===== src/rtl/bol_pkg.sv =====
// shared types and constants of the bounded ordered list engine
`default_nettype none
package bol_pkg;

  typedef logic signed [31:0] value_t;

  typedef enum logic [3:0] {
    ModeInsFront = 4'd0,
    ModeInsEnd   = 4'd1,
    ModeInsPos   = 4'd2,
    ModeDelFront = 4'd3,
    ModeDelEnd   = 4'd4,
    ModeDelPos   = 4'd5,
    ModeSearch   = 4'd6,
    ModeLength   = 4'd7,
    ModeDump     = 4'd8
  } mode_e;

  typedef enum logic [2:0] {
    StatOk       = 3'd0,
    StatEmpty    = 3'd1,
    StatFull     = 3'd2,
    StatBadPos   = 3'd3,
    StatNotFound = 3'd4
  } status_e;

  typedef enum logic [1:0] {
    CmdHold   = 2'd0,
    CmdInsert = 2'd1,
    CmdDelete = 2'd2,
    CmdRotate = 2'd3
  } cell_cmd_e;

  // most beats a single dump produces
  localparam int DumpLimit = 16;

endpackage
`default_nettype wire


===== src/rtl/bol_if.sv =====
// handshake channels for operation requests and result beats
`default_nettype none
interface bol_in_if;
  logic              valid;
  logic              ready;
  logic [3:0]        mode;
  logic signed [31:0] value;
  logic [4:0]        position;

  modport source (output valid, mode, value, position, input ready);
  modport sink (input valid, mode, value, position, output ready);
endinterface

interface bol_out_if;
  logic              valid;
  logic              ready;
  logic [2:0]        status;
  logic signed [31:0] element;
  logic [4:0]        index;
  logic              last;

  modport source (output valid, status, element, index, last, input ready);
  modport sink (input valid, status, element, index, last, output ready);
endinterface
`default_nettype wire


===== src/rtl/bounded_ordered_list_engine_core.sv =====
// list engine: insert, delete, search, length and dump over a chain of cells
// inserts, length and rejected requests: result loaded into the output register on accept
// search, delete and dump rotate the whole chain once, and a delete then closes the gap
// in a shift state; a dump sends one beat per rotation step over the first entries, up to DumpLimit
// rotation steps pause while a result beat waits at the output
// reset clears the element count and control state; cell contents stay undefined
`default_nettype none
module bounded_ordered_list_engine_core
  import bol_pkg::*;
#(
  parameter int CAPACITY = 16
) (
  input  wire logic clk_i,
  input  wire logic rst_ni,
  bol_in_if.sink    in_i,
  bol_out_if.source out_o
);

  localparam int IW = $clog2(CAPACITY);
  localparam int CW = $clog2(CAPACITY + 1);
  localparam int XW = (CW > 5) ? CW : 5;

  localparam logic [1:0] StIdle  = 2'd0;
  localparam logic [1:0] StScan  = 2'd1;
  localparam logic [1:0] StShift = 2'd2;

  logic [1:0]    state_q, state_d;
  logic [CW-1:0] count_q, count_d;
  logic [IW-1:0] k_q, k_d;
  logic [IW-1:0] target_q, target_d;
  mode_e         op_q, op_d;
  value_t        key_q, key_d;
  logic          found_q, found_d;
  logic [IW-1:0] fidx_q, fidx_d;
  value_t        removed_q, removed_d;

  logic          out_valid_q;
  status_e       out_status_q;
  value_t        out_element_q;
  logic [4:0]    out_index_q;
  logic          out_last_q;

  logic          load_out;
  status_e       load_status;
  value_t        load_element;
  logic [4:0]    load_index;
  logic          load_last;

  cell_cmd_e     cell_cmd;
  logic [IW-1:0] cell_pos;
  value_t        cell_data [CAPACITY];

  logic          out_free, accept, last_step;
  logic [XW-1:0] cnt_x, pos_x, ins_pos_x, del_pos_x, k_x, dump_n_x;
  logic          full, empty, hit;
  mode_e         req_mode;

  assign out_free   = !out_valid_q || out_o.ready;
  assign in_i.ready = (state_q == StIdle) && out_free;
  assign accept     = in_i.valid && in_i.ready;

  assign req_mode  = mode_e'(in_i.mode);
  assign cnt_x     = XW'(count_q);
  assign pos_x     = XW'(in_i.position);
  assign k_x       = XW'(k_q);
  assign full      = (count_q == CW'(CAPACITY));
  assign empty     = (count_q == '0);
  assign last_step = (k_q == IW'(CAPACITY - 1));
  assign dump_n_x  = (cnt_x < XW'(DumpLimit)) ? cnt_x : XW'(DumpLimit);
  assign hit       = (cell_data[0] == key_q) && (k_x < cnt_x) && !found_q;

  always_comb begin
    unique case (req_mode)
      ModeInsFront: ins_pos_x = '0;
      ModeInsEnd:   ins_pos_x = cnt_x;
      default:      ins_pos_x = pos_x;
    endcase
    unique case (req_mode)
      ModeDelFront: del_pos_x = '0;
      ModeDelEnd:   del_pos_x = cnt_x - XW'(1);
      default:      del_pos_x = pos_x;
    endcase
  end

  always_comb begin
    state_d      = state_q;
    count_d      = count_q;
    k_d          = k_q;
    target_d     = target_q;
    op_d         = op_q;
    key_d        = key_q;
    found_d      = found_q;
    fidx_d       = fidx_q;
    removed_d    = removed_q;
    load_out     = 1'b0;
    load_status  = StatOk;
    load_element = '0;
    load_index   = '0;
    load_last    = 1'b1;
    cell_cmd     = CmdHold;
    cell_pos     = '0;

    unique case (state_q)
      StIdle: begin
        if (accept) begin
          op_d    = req_mode;
          key_d   = in_i.value;
          k_d     = '0;
          found_d = 1'b0;
          priority case (req_mode)
            ModeInsFront, ModeInsEnd, ModeInsPos: begin
              load_out = 1'b1;
              if (full) begin
                load_status = StatFull;
              end else if (ins_pos_x > cnt_x) begin
                load_status = StatBadPos;
              end else begin
                cell_cmd = CmdInsert;
                cell_pos = ins_pos_x[IW-1:0];
                count_d  = count_q + CW'(1);
              end
            end
            ModeDelFront, ModeDelEnd, ModeDelPos: begin
              if (empty) begin
                load_out    = 1'b1;
                load_status = StatEmpty;
              end else if (del_pos_x >= cnt_x) begin
                load_out    = 1'b1;
                load_status = StatBadPos;
              end else begin
                target_d = del_pos_x[IW-1:0];
                state_d  = StScan;
              end
            end
            ModeSearch, ModeDump: begin
              if (empty) begin
                load_out    = 1'b1;
                load_status = StatEmpty;
              end else begin
                state_d = StScan;
              end
            end
            ModeLength: begin
              load_out   = 1'b1;
              load_index = cnt_x[4:0];
            end
            default: begin
            end
          endcase
        end
      end
      StScan: begin
        if (out_free) begin
          cell_cmd = CmdRotate;
          k_d      = last_step ? '0 : k_q + IW'(1);
          priority case (op_q)
            ModeSearch: begin
              if (hit) begin
                found_d = 1'b1;
                fidx_d  = k_q;
              end
              if (last_step) begin
                load_out = 1'b1;
                state_d  = StIdle;
                if (found_q) begin
                  load_index = XW'(fidx_q) <= XW'(31) ? 5'(fidx_q) : 5'(fidx_q);
                end else if (hit) begin
                  load_index = k_x[4:0];
                end else begin
                  load_status = StatNotFound;
                end
              end
            end
            ModeDump: begin
              if (k_x < dump_n_x) begin
                load_out     = 1'b1;
                load_element = cell_data[0];
                load_index   = k_x[4:0];
                load_last    = (k_x + XW'(1) == dump_n_x);
              end
              if (last_step) begin
                state_d = StIdle;
              end
            end
            default: begin
              // delete: catch the entry as it passes the head cell
              if (k_q == target_q) begin
                removed_d = cell_data[0];
              end
              if (last_step) begin
                load_out     = 1'b1;
                load_element = (k_q == target_q) ? cell_data[0] : removed_q;
                state_d      = StShift;
              end
            end
          endcase
        end
      end
      StShift: begin
        cell_cmd = CmdDelete;
        cell_pos = target_q;
        count_d  = count_q - CW'(1);
        state_d  = StIdle;
      end
      default: begin
        state_d = StIdle;
      end
    endcase
  end

  for (genvar g = 0; g < CAPACITY; g++) begin : g_cell
    value_t left_w, right_w;
    if (g == 0) begin : g_head
      assign left_w = in_i.value;
    end else begin : g_body
      assign left_w = cell_data[g-1];
    end
    if (g == CAPACITY - 1) begin : g_tail
      assign right_w = cell_data[0];
    end else begin : g_mid
      assign right_w = cell_data[g+1];
    end
    bol_cell #(
      .IW (IW),
      .IDX(g)
    ) u_cell (
      .clk_i  (clk_i),
      .cmd_i  (cell_cmd),
      .pos_i  (cell_pos),
      .value_i(in_i.value),
      .left_i (left_w),
      .right_i(right_w),
      .data_o (cell_data[g])
    );
  end

  always_ff @(posedge clk_i or negedge rst_ni) begin
    if (!rst_ni) begin
      state_q     <= StIdle;
      count_q     <= '0;
      k_q         <= '0;
      found_q     <= 1'b0;
      out_valid_q <= 1'b0;
    end else begin
      state_q <= state_d;
      count_q <= count_d;
      k_q     <= k_d;
      found_q <= found_d;
      if (load_out) begin
        out_valid_q <= 1'b1;
      end else if (out_o.ready) begin
        out_valid_q <= 1'b0;
      end
    end
  end

  always_ff @(posedge clk_i) begin
    target_q  <= target_d;
    op_q      <= op_d;
    key_q     <= key_d;
    fidx_q    <= fidx_d;
    removed_q <= removed_d;
    if (load_out) begin
      out_status_q  <= load_status;
      out_element_q <= load_element;
      out_index_q   <= load_index;
      out_last_q    <= load_last;
    end
  end

  assign out_o.valid   = out_valid_q;
  assign out_o.status  = out_status_q;
  assign out_o.element = out_element_q;
  assign out_o.index   = out_index_q;
  assign out_o.last    = out_last_q;

endmodule
`default_nettype wire


===== src/rtl/bol_cell.sv =====
// one list slot: holds an entry and shifts toward either neighbor
`default_nettype none
module bol_cell
  import bol_pkg::*;
#(
  parameter int IW  = 4,
  parameter int IDX = 0
) (
  input  wire logic      clk_i,
  input  wire cell_cmd_e cmd_i,
  input  wire logic [IW-1:0] pos_i,
  input  wire value_t    value_i,
  input  wire value_t    left_i,
  input  wire value_t    right_i,
  output value_t         data_o
);

  localparam logic [IW-1:0] MyIdx = IW'(IDX);

  value_t data_q, data_d;

  always_comb begin
    data_d = data_q;
    unique case (cmd_i)
      CmdHold: begin
      end
      CmdInsert: begin
        if (MyIdx > pos_i) begin
          data_d = left_i;
        end else if (MyIdx == pos_i) begin
          data_d = value_i;
        end
      end
      CmdDelete: begin
        if (MyIdx >= pos_i) begin
          data_d = right_i;
        end
      end
      CmdRotate: begin
        data_d = right_i;
      end
    endcase
  end

  always_ff @(posedge clk_i) begin
    data_q <= data_d;
  end

  assign data_o = data_q;

endmodule
`default_nettype wire


===== src/flat_wrapper.sv =====
// flat-port wrapper written by rule: the top's interface ports become plain ports
module bounded_ordered_list_engine_core_flat import bol_pkg::*;
#(
  parameter int CAPACITY = 16
)
  (clk_i, rst_ni, in_i_valid, in_i_mode, in_i_value, in_i_position, in_i_ready, out_o_valid, out_o_status, out_o_element, out_o_index, out_o_last, out_o_ready);
  bol_in_if in_i_i ();
  bol_out_if out_o_i ();
  input  wire logic clk_i;
  input  wire logic rst_ni;
  input wire logic [$bits(in_i_i.valid)-1:0] in_i_valid;
  input wire logic [$bits(in_i_i.mode)-1:0] in_i_mode;
  input wire logic [$bits(in_i_i.value)-1:0] in_i_value;
  input wire logic [$bits(in_i_i.position)-1:0] in_i_position;
  output wire logic [$bits(in_i_i.ready)-1:0] in_i_ready;
  output wire logic [$bits(out_o_i.valid)-1:0] out_o_valid;
  output wire logic [$bits(out_o_i.status)-1:0] out_o_status;
  output wire logic [$bits(out_o_i.element)-1:0] out_o_element;
  output wire logic [$bits(out_o_i.index)-1:0] out_o_index;
  output wire logic [$bits(out_o_i.last)-1:0] out_o_last;
  input wire logic [$bits(out_o_i.ready)-1:0] out_o_ready;
  assign in_i_i.valid = in_i_valid;
  assign in_i_i.mode = in_i_mode;
  assign in_i_i.value = in_i_value;
  assign in_i_i.position = in_i_position;
  assign in_i_ready = in_i_i.ready;
  assign out_o_valid = out_o_i.valid;
  assign out_o_status = out_o_i.status;
  assign out_o_element = out_o_i.element;
  assign out_o_index = out_o_i.index;
  assign out_o_last = out_o_i.last;
  assign out_o_i.ready = out_o_ready;
  bounded_ordered_list_engine_core #(.CAPACITY(CAPACITY)) u_core (.clk_i(clk_i), .rst_ni(rst_ni), .in_i(in_i_i), .out_o(out_o_i));
endmodule

===== config.mk =====
export PLATFORM = sky130hd
export DESIGN_NAME = bounded_ordered_list_engine_core_flat
export DESIGN_NICKNAME = d
export VERILOG_FILES = /design/src/rtl/bol_pkg.sv /design/src/rtl/bol_if.sv /design/src/rtl/bounded_ordered_list_engine_core.sv /design/src/rtl/bol_cell.sv /design/src/flat_wrapper.sv
export SDC_FILE = /design/constraint.sdc
export NUM_CORES = 2
export LEC_CHECK = 0
export BUFFER_PORTS_ARGS = -buffer_cell sky130_fd_sc_hd__buf_2
export CAP_MARGIN = 10
export CORE_MARGIN = 1.5
export CORE_UTILIZATION = 63
export DETAILED_ROUTE_END_ITERATION = 8
export PLACE_DENSITY = 0.8
export SLEW_MARGIN = 20
export SYNTH_ARGS = -nofsm -noshare
export SYNTH_HDL_FRONTEND = slang
export SYNTH_SLANG_ARGS = --single-unit

===== constraint.sdc =====
create_clock -name clk_i -period 6.71 [get_ports clk_i]
set_input_delay 1.342 -clock clk_i [delete_from_list [all_inputs] [get_ports clk_i]]
set_output_delay 1.342 -clock clk_i [all_outputs]
set_load 0.01 [all_outputs]

-- Word level (Yosys, flattened, before mapping)
Cells that the tools add are included.
- output and inout bits: 43
- flip-flop bits (word level): 642
- logic and storage cells: 339
- muxes and demuxes: 140
- bitwise operators: 3
- add/subtract/negate cells: 4
- order comparisons: 37
- reductions and logical operators: 46
- equality and inequality tests: 79
- operators by type and width (operator ; number):
    32-bit 2-to-1 mux ; 51
    32-bit case mux with 3 select lines ; 16
    32-bit case mux with 2 select lines ; 1
    3-bit != test, second input constant ; 20
    3-bit AND reduction ; 18
    5-bit 2-to-1 mux ; 10
    5-bit case mux with 2 select lines ; 5
    2-bit != test, second input constant ; 19
    4-bit 2-to-1 mux ; 9
    32-bit equality test ; 1
    4-bit equality test, first input constant ; 8
    4-bit >= comparator, first input constant ; 8
    4-bit greater-than comparator, first input constant ; 8
    2-bit 2-to-1 mux ; 14
    3-bit 2-to-1 mux ; 8
    4-bit by 3-bit equality test with 1-bit output, second input constant ; 5
    3-bit by 4-bit equality test with 1-bit output, first input constant ; 4
    3-bit by 4-bit >= comparator with 1-bit output, first input constant ; 4
    3-bit by 4-bit greater-than comparator with 1-bit output, first input constant ; 4
    1-bit 2-to-1 mux ; 16
    4-bit case mux with 2 select lines ; 2
    5-bit AND reduction ; 3
    4-bit equality test, second input constant ; 3
    4-bit by 5-bit less-than comparator with 1-bit output ; 2
    other kinds (42) ; 70

-- Depth between registers and ports, before layout
- word-level depth: 12
- gate-level depth with buffers: 15

-- By module
Synthesis repeated with hierarchy kept, for this count alone.
- cells, all modules: 2853
- area total of the unflattened synthesis: 34197.8 um^2
- by module, submodules not included (module ; cells an instance ; area each (um^2) ; instances ; seq. area each (um^2)):
    bounded_ordered_list_engine_core ; 482 ; 6472.5 ; 1 ; 3838.7
    bol_cell (u_core.g_cell[2].u_cell) ; 190 ; 2170.8 ; 1 ; 960.9
    bol_cell (u_core.g_cell[12].u_cell) ; 183 ; 2044.5 ; 1 ; 960.9
    bol_cell (u_core.g_cell[14].u_cell) ; 179 ; 1901.8 ; 1 ; 960.9
    bol_cell (u_core.g_cell[6].u_cell) ; 177 ; 1785.5 ; 1 ; 960.9
    bol_cell (u_core.g_cell[7].u_cell) ; 177 ; 1756.7 ; 1 ; 960.9
    bol_cell (u_core.g_cell[10].u_cell) ; 177 ; 1704.1 ; 1 ; 960.9
    bol_cell (u_core.g_cell[8].u_cell) ; 141 ; 1685.4 ; 1 ; 960.9
    bol_cell (u_core.g_cell[13].u_cell) ; 141 ; 1674.1 ; 1 ; 960.9
    bol_cell (u_core.g_cell[3].u_cell) ; 141 ; 1666.6 ; 1 ; 960.9
    bol_cell (u_core.g_cell[4].u_cell) ; 142 ; 1666.6 ; 1 ; 960.9
    bol_cell (u_core.g_cell[9].u_cell) ; 151 ; 1660.3 ; 1 ; 960.9
    bol_cell (u_core.g_cell[1].u_cell) ; 141 ; 1657.8 ; 1 ; 960.9
    bol_cell (u_core.g_cell[15].u_cell) ; 140 ; 1650.3 ; 1 ; 960.9
    +3 rows ; n/a ; n/a ; n/a ; n/a

-- Least setup slack after synthesis
OpenSTA, ideal clock, no wires.
- path kind: input-to-reg
- start: input in_i_mode[1]
- end: register u_core.out_element_q[0] (netlist: u_core.out_o.element[0]) (enable)
- stages: 12
- required time: 6.214 ns
- path buffers: 2
- arrival time: 6.178 ns
- setup time: 0.496 ns
- path slack: 0.036 ns
- cells stage by stage: buf_2 clkbuf_1 nor3_1 a221o_1 ha_1 nand2b_1 a21o_1 a21o_1 a21oi_1 o31ai_1 a32oi_1 o21ai_0
- word-level cells in the longest chain between the ends: 8
- ends and longest elaborated chain (what ; line ; source):
    start: declaration ; flat_wrapper.sv:12 ; input wire logic [$bits(in_i_i.mode)-1:0] in_i_mode;
    4-bit by 3-bit equality test with 1-bit output / 4-bit by 2-bit equality test with 1-bit output (equally long branches) ; bounded_ordered_list_engine_core.sv:78, bounded_ordered_list_engine_core.sv:110 ;
    5-bit case mux with 2 select lines ; bounded_ordered_list_engine_core.sv:78 ; unique case (req_mode)
    5-bit >= comparator ; bounded_ordered_list_engine_core.sv:127 ; end else if (del_pos_x >= cnt_x) begin
    1-bit 2-to-1 mux ; bounded_ordered_list_engine_core.sv:127 ;
    1-bit 2-to-1 mux ; bounded_ordered_list_engine_core.sv:124 ; if (empty) begin
    1-bit case mux with 3 select lines (*) ; bounded_ordered_list_engine_core.sv:110 ; priority case (req_mode)
    1-bit 2-to-1 mux (*) ; bounded_ordered_list_engine_core.sv:105 ; if (accept) begin
    1-bit case mux with 2 select lines (*) ; bounded_ordered_list_engine_core.sv:103 ; unique case (state_q)
    named net u_core.load_out ; bounded_ordered_list_engine_core.sv:43 ; logic load_out;
    end signal: assignment ; bounded_ordered_list_engine_core.sv:265 ; out_element_q <= load_element;
    end: declaration ; bounded_ordered_list_engine_core.sv:39 ; value_t out_element_q;
The timed path passes the listed nets; every way through them passes the cells marked *.
A chain may end at the register's enable or synchronous reset.

-- Final worst setup path
- start: input in_i_mode[1]
- end: register u_core.g_cell[2].u_cell.data_q[16], data pin
- word-level cells in the longest chain between the ends: 11
- ends and longest elaborated chain (what ; line ; source):
    4-bit by 1-bit equality test with 1-bit output / 4-bit logical NOT (equally long branches) ; bounded_ordered_list_engine_core.sv:73, bounded_ordered_list_engine_core.sv:110 ;
    5-bit case mux with 2 select lines ; bounded_ordered_list_engine_core.sv:73 ; unique case (req_mode)
    5-bit greater-than comparator ; bounded_ordered_list_engine_core.sv:115 ; end else if (ins_pos_x > cnt_x) begin
    4-bit 2-to-1 mux ; bounded_ordered_list_engine_core.sv:115 ;
    4-bit 2-to-1 mux ; bounded_ordered_list_engine_core.sv:113 ; if (full) begin
    4-bit 2-to-1 mux ; bounded_ordered_list_engine_core.sv:110 ;
    4-bit 2-to-1 mux ; bounded_ordered_list_engine_core.sv:105 ;
    4-bit case mux with 2 select lines ; bounded_ordered_list_engine_core.sv:103 ;
    2-bit by 4-bit greater-than comparator with 1-bit output ; bol_cell.sv:28 ; if (MyIdx > pos_i) begin
    32-bit 2-to-1 mux ; bol_cell.sv:28 ;
    32-bit case mux with 3 select lines (*) ; bol_cell.sv:24 ; unique case (cmd_i)
    named net u_core.g_cell[2].u_cell.data_d[16] ; bol_cell.sv:20 ; value_t data_q, data_d;
    end signal: assignment ; bol_cell.sv:46 ; data_q <= data_d;
    end: declaration ; bol_cell.sv:20 ;
Marks and branches as above.

==> impl_metrics.py <==
metrics = {
    "logic_synthesis": {
        "netlist_instances": 3104,
        "number_of_enable_type_register_cells_in_the_synthesized_netlist": 629,
        "yosysSeqAreaShare_pct": 58.4,
        "avgSynthCellArea_sq_um": 10.6,
        "ys_warn_count": 0,
        "ys_seq_elements": 642,
        "postSynthNetCount": 3169,
        "syn_area_sq_um": 32900,
        "postSynth.topFlopCell": "edfxtp_1",
        "postSynth.asyncResetShare_pct": 2.02,
        "yosys.cell_types.count": 70,
    },
    "clocking": {
        "cts.repair.resized": 0,
        "cts_num_sinks": 642,
        "path_clk_slew_ps": 60,
        "clk-insertion-delay-late_ps": 610,
        "clock-root-buffer": "clkbuf_16",
        "post-cts-setup-buffer-count": 0,
        "cts_tree": "done",
        "cts_hold_buf": 0,
        "cts_inserted_buffers": 68,
        "clock_path_buffers": 3,
        "clock_tree.htree_level_count": 3,
    },
    "die": {
        "initial_core_util_pct": 63.9,
        "chipWidth_um": 232,
        "die_y_um": 232,
        "design.portCount": 88,
        "fp-row-count": 83,
        "dieArea_sq_um": 53600,
        "core_area_sq_um": 51500,
    },
    "route": {
        "wirelength_um": 91000,
        "firstDrtPassIters": 6,
        "detail-route-antenna-nets": 0,
        "initialDrtViolationCount": 3612,
        "number_of_vias_after_detailed_routing": 25391,
        "detail_route.wl_per_cell_um": 24.1,
        "drcViolationCount": 0,
        "post_drt_via_cell_ratio": 6.73,
    },
    "global_routing": {
        "grt_use_total_pct": 33.8,
        "global_route_wire_length_before_repair_um": 140000,
        "grt_start_max_net_pins": 256,
        "gr-total-overflow": 0,
        "antenna_found_initial": 3,
        "grt_pass1_vias": 23828,
    },
    "timing": {
        "max_slew.worst_pin.slew_ps": 1090,
        "post_layout_min_period_ps": 4990,
        "timing.final.setup_violations": 0,
        "final-max-slew-violation-count": 0,
        "fin_setup_tns_ps": 0,
        "finalHoldViolCount": 0,
        "final_min_period_over_clock_period_pct": 74.4,
        "final.hold.worst_slack_ps": 567,
        "relSlewSlack_pct": 26.9,
        "fmax_ghz": 0.200,
        "rsz0062_at_grt": "false",
        "clock_skew_ps": 17.1,
    },
    "critical_path": {
        "critical_path.max_fanout": 24,
        "worst-endpoint-arrival_ps": 5300,
        "start_kind": "primary input",
        "criticalPathCategory": "in -> reg",
        "kind_of_end_point_of_the_critical_path": "flip-flop",
        "worstPathRequired_ps": 7010,
    },
    "final_layout": {
        "drive_gt1_share_pct": 9.45,
        "fin_nets": 3109,
        "syn2layout_area_growth_pct": 8.46,
        "fillerInstances": 3707,
        "post-route-cell-area_sq_um": 35700,
    },
    "place": {
        "postPlaceCellArea_sq_um": 33700,
        "place_hpwl_um": 60300,
        "globalplace.congestion": 0.883,
        "count_of_buffers_inserted_at_the_top_level_ports": 87,
    },
    "flow_run": {
        "timing.max_cap.violations": 0,
    },
    "status": {
        "run_status": "completed",
    },
    "power": {
        "power-per-cell-area_nw_per_um2": 562,
        "power.ir.vdd_worst_v": 0.000536,
        "p_leak_nw": 13.3,
    },
    "min_path": {
        "min_path_type": "reg -> reg",
    },
}
sequential cells by signal, summed over array words and instances (netlist names), 5 cells and up:
name,flops
u_core.cnt_x,5
u_core.out_o.index,5
u_core.out_o.element,32
u_core.key_q,32
u_core.g_cell.u_cell.data_o,512
u_core.removed_q,32
layout by cell type (no fill, tap or decap), types with 12 or more instances in the layout:
| cell type | Yosys | layout |
|---|---|---|
| a21oi_1 | 240 | 236 |
| buf_4 | 18 | 43 |
| o21ai_1 | 60 | 60 |
| nand3_1 | 76 | 76 |
| mux2_2 | 33 | 33 |
| nor3_1 | 43 | 42 |
| nand2_1 | 647 | 643 |
| ha_1 | 20 | 20 |
| edfxtp_1 | 629 | 629 |
| xor2_1 | 36 | 36 |
| inv_1 | 20 | 20 |
| buf_2 | 37 | 87 |
| o211ai_1 | 67 | 67 |
| clkbuf_1 | 190 | 19 |
| a211oi_1 | 34 | 34 |
| nand2b_1 | 39 | 39 |
| clkinv_1 | 1 | 17 |
| o311a_1 | 32 | 32 |
| dfrtp_1 | 13 | 12 |
| a31oi_1 | 68 | 68 |
| o21ai_0 | 188 | 186 |
| nor2_1 | 228 | 217 |
| clkbuf_16 | 0 | 71 |
| mux2i_1 | 224 | 224 |
| a32o_1 | 32 | 32 |
| nor2_4 | 3 | 12 |
critical path, stage by stage:
cell      delay (ps)
buf_2            190
or3_4            460
o21ai_1          290
ha_1             310
and4_1           210
and2_1           190
o211ai_2         490
o22a_2           400
nand2_2          610
buf_4            450
mux2i_1          190
o21ai_0          130
synth_stat cells, drive strengths merged (13+ instances only):
cell / n / area share, %
nand2: 647 / 7.4
edfxtp: 629 / 57
o21ai: 251 / 3.9
a21oi: 241 / 3.7
nor2: 231 / 2.7
mux2i: 224 / 6.8
clkbuf: 190 / 2.2
nand3: 76 / 1.2
buf: 74 / 1.3
a31oi: 68 / 1.3
o211ai: 68 / 1.6
nor3: 43 / 0.65
nand2b: 39 / 0.74
xor2: 36 / 0.96
a211oi: 35 / 0.81
mux2: 33 / 1.1
a32o: 32 / 0.97
o311a: 32 / 0.97
ha: 20 / 0.76
inv: 20 / 0.23
dfrtp: 13 / 0.99
area by class of cell:
type	count	area (sq um)	share of cell area, %
antenna	3	7.51	0.0210
clock buffer	90	1850	5.18
clock inverter	27	171	0.480
inverter	21	78.8	0.221
multi-input combinational	2177	12700	35.5
sequential	642	19200	53.8
tap	680	851	2.38
timing repair buffer	134	838	2.35
final timing paths:
check | start | end | slack (ps) | cells after the start
setup / recovery | in_i_mode[1] | u_core.g_cell[2].u_cell.data_o[16] | 1720 | 12
hold / removal | u_core.g_cell[1].u_cell.data_o[28] | u_core.g_cell[0].u_cell.data_o[28] | 570 | 2
setup reg to reg | u_core.cnt_x[4] | u_core.g_cell[2].u_cell.data_o[16] | 2080 | 10
hold reg to reg | u_core.g_cell[1].u_cell.data_o[28] | u_core.g_cell[0].u_cell.data_o[28] | 570 | 2
max in group asynchronous | rst_ni | u_core.state_q[0] | 5790 | 1
min in group asynchronous | rst_ni | u_core.k_q[0] | 630 | 1
stage by stage:
| stage | instances | utilization, % | power (mW) | setup WS (ps) |
|---|---|---|---|---|
| final | 3774 | 69.3 | 20.1 | 1720 |
| after global routing | 3774 | 69.3 | 21.1 | 1560 |
| after CTS | 3771 | 69.3 | 19.8 | 1770 |
| after detailed placement | 3654 | 65.3 | 16.2 | 1170 |
| after global placement | 3654 | 65.3 | 15.8 | 1230 |
| after floorplan | 3104 | - | 13.7 | 36.2 |
power by group:
group | total [mW] | internal (mW) | switching [mW]
clock network | 3.53 | 1.98 | 1.56
logic | 7.26 | 2.31 | 4.94
registers | 9.28 | 7.76 | 1.52
total | 20.1 | 12.1 | 8.02
kinds of logic (layout without fill, tap and decap cells):
group           after synthesis  after routing  share of synthesized area (%)
simple gates               1077           1077                           13.5
xor+xnor                     47             47                           1.25
mux                         257            257                           7.94
flops                       642            642                           58.4
compound gates              776            776                           14.5
buf+inv                     285            272                           3.73
fa+ha+maj                    20             20                          0.760
other cells                   0              3                              0
metal layers:
metal	track usage, %	up-vias	wire, um
met5	1.29	-	58
met2	46.7	1857	38000
li1	-	11236	-
met3	9.35	128	13100
met4	9.44	2	1760
met1	52.2	12168	38200
Power figures use the tool's default switching activity.
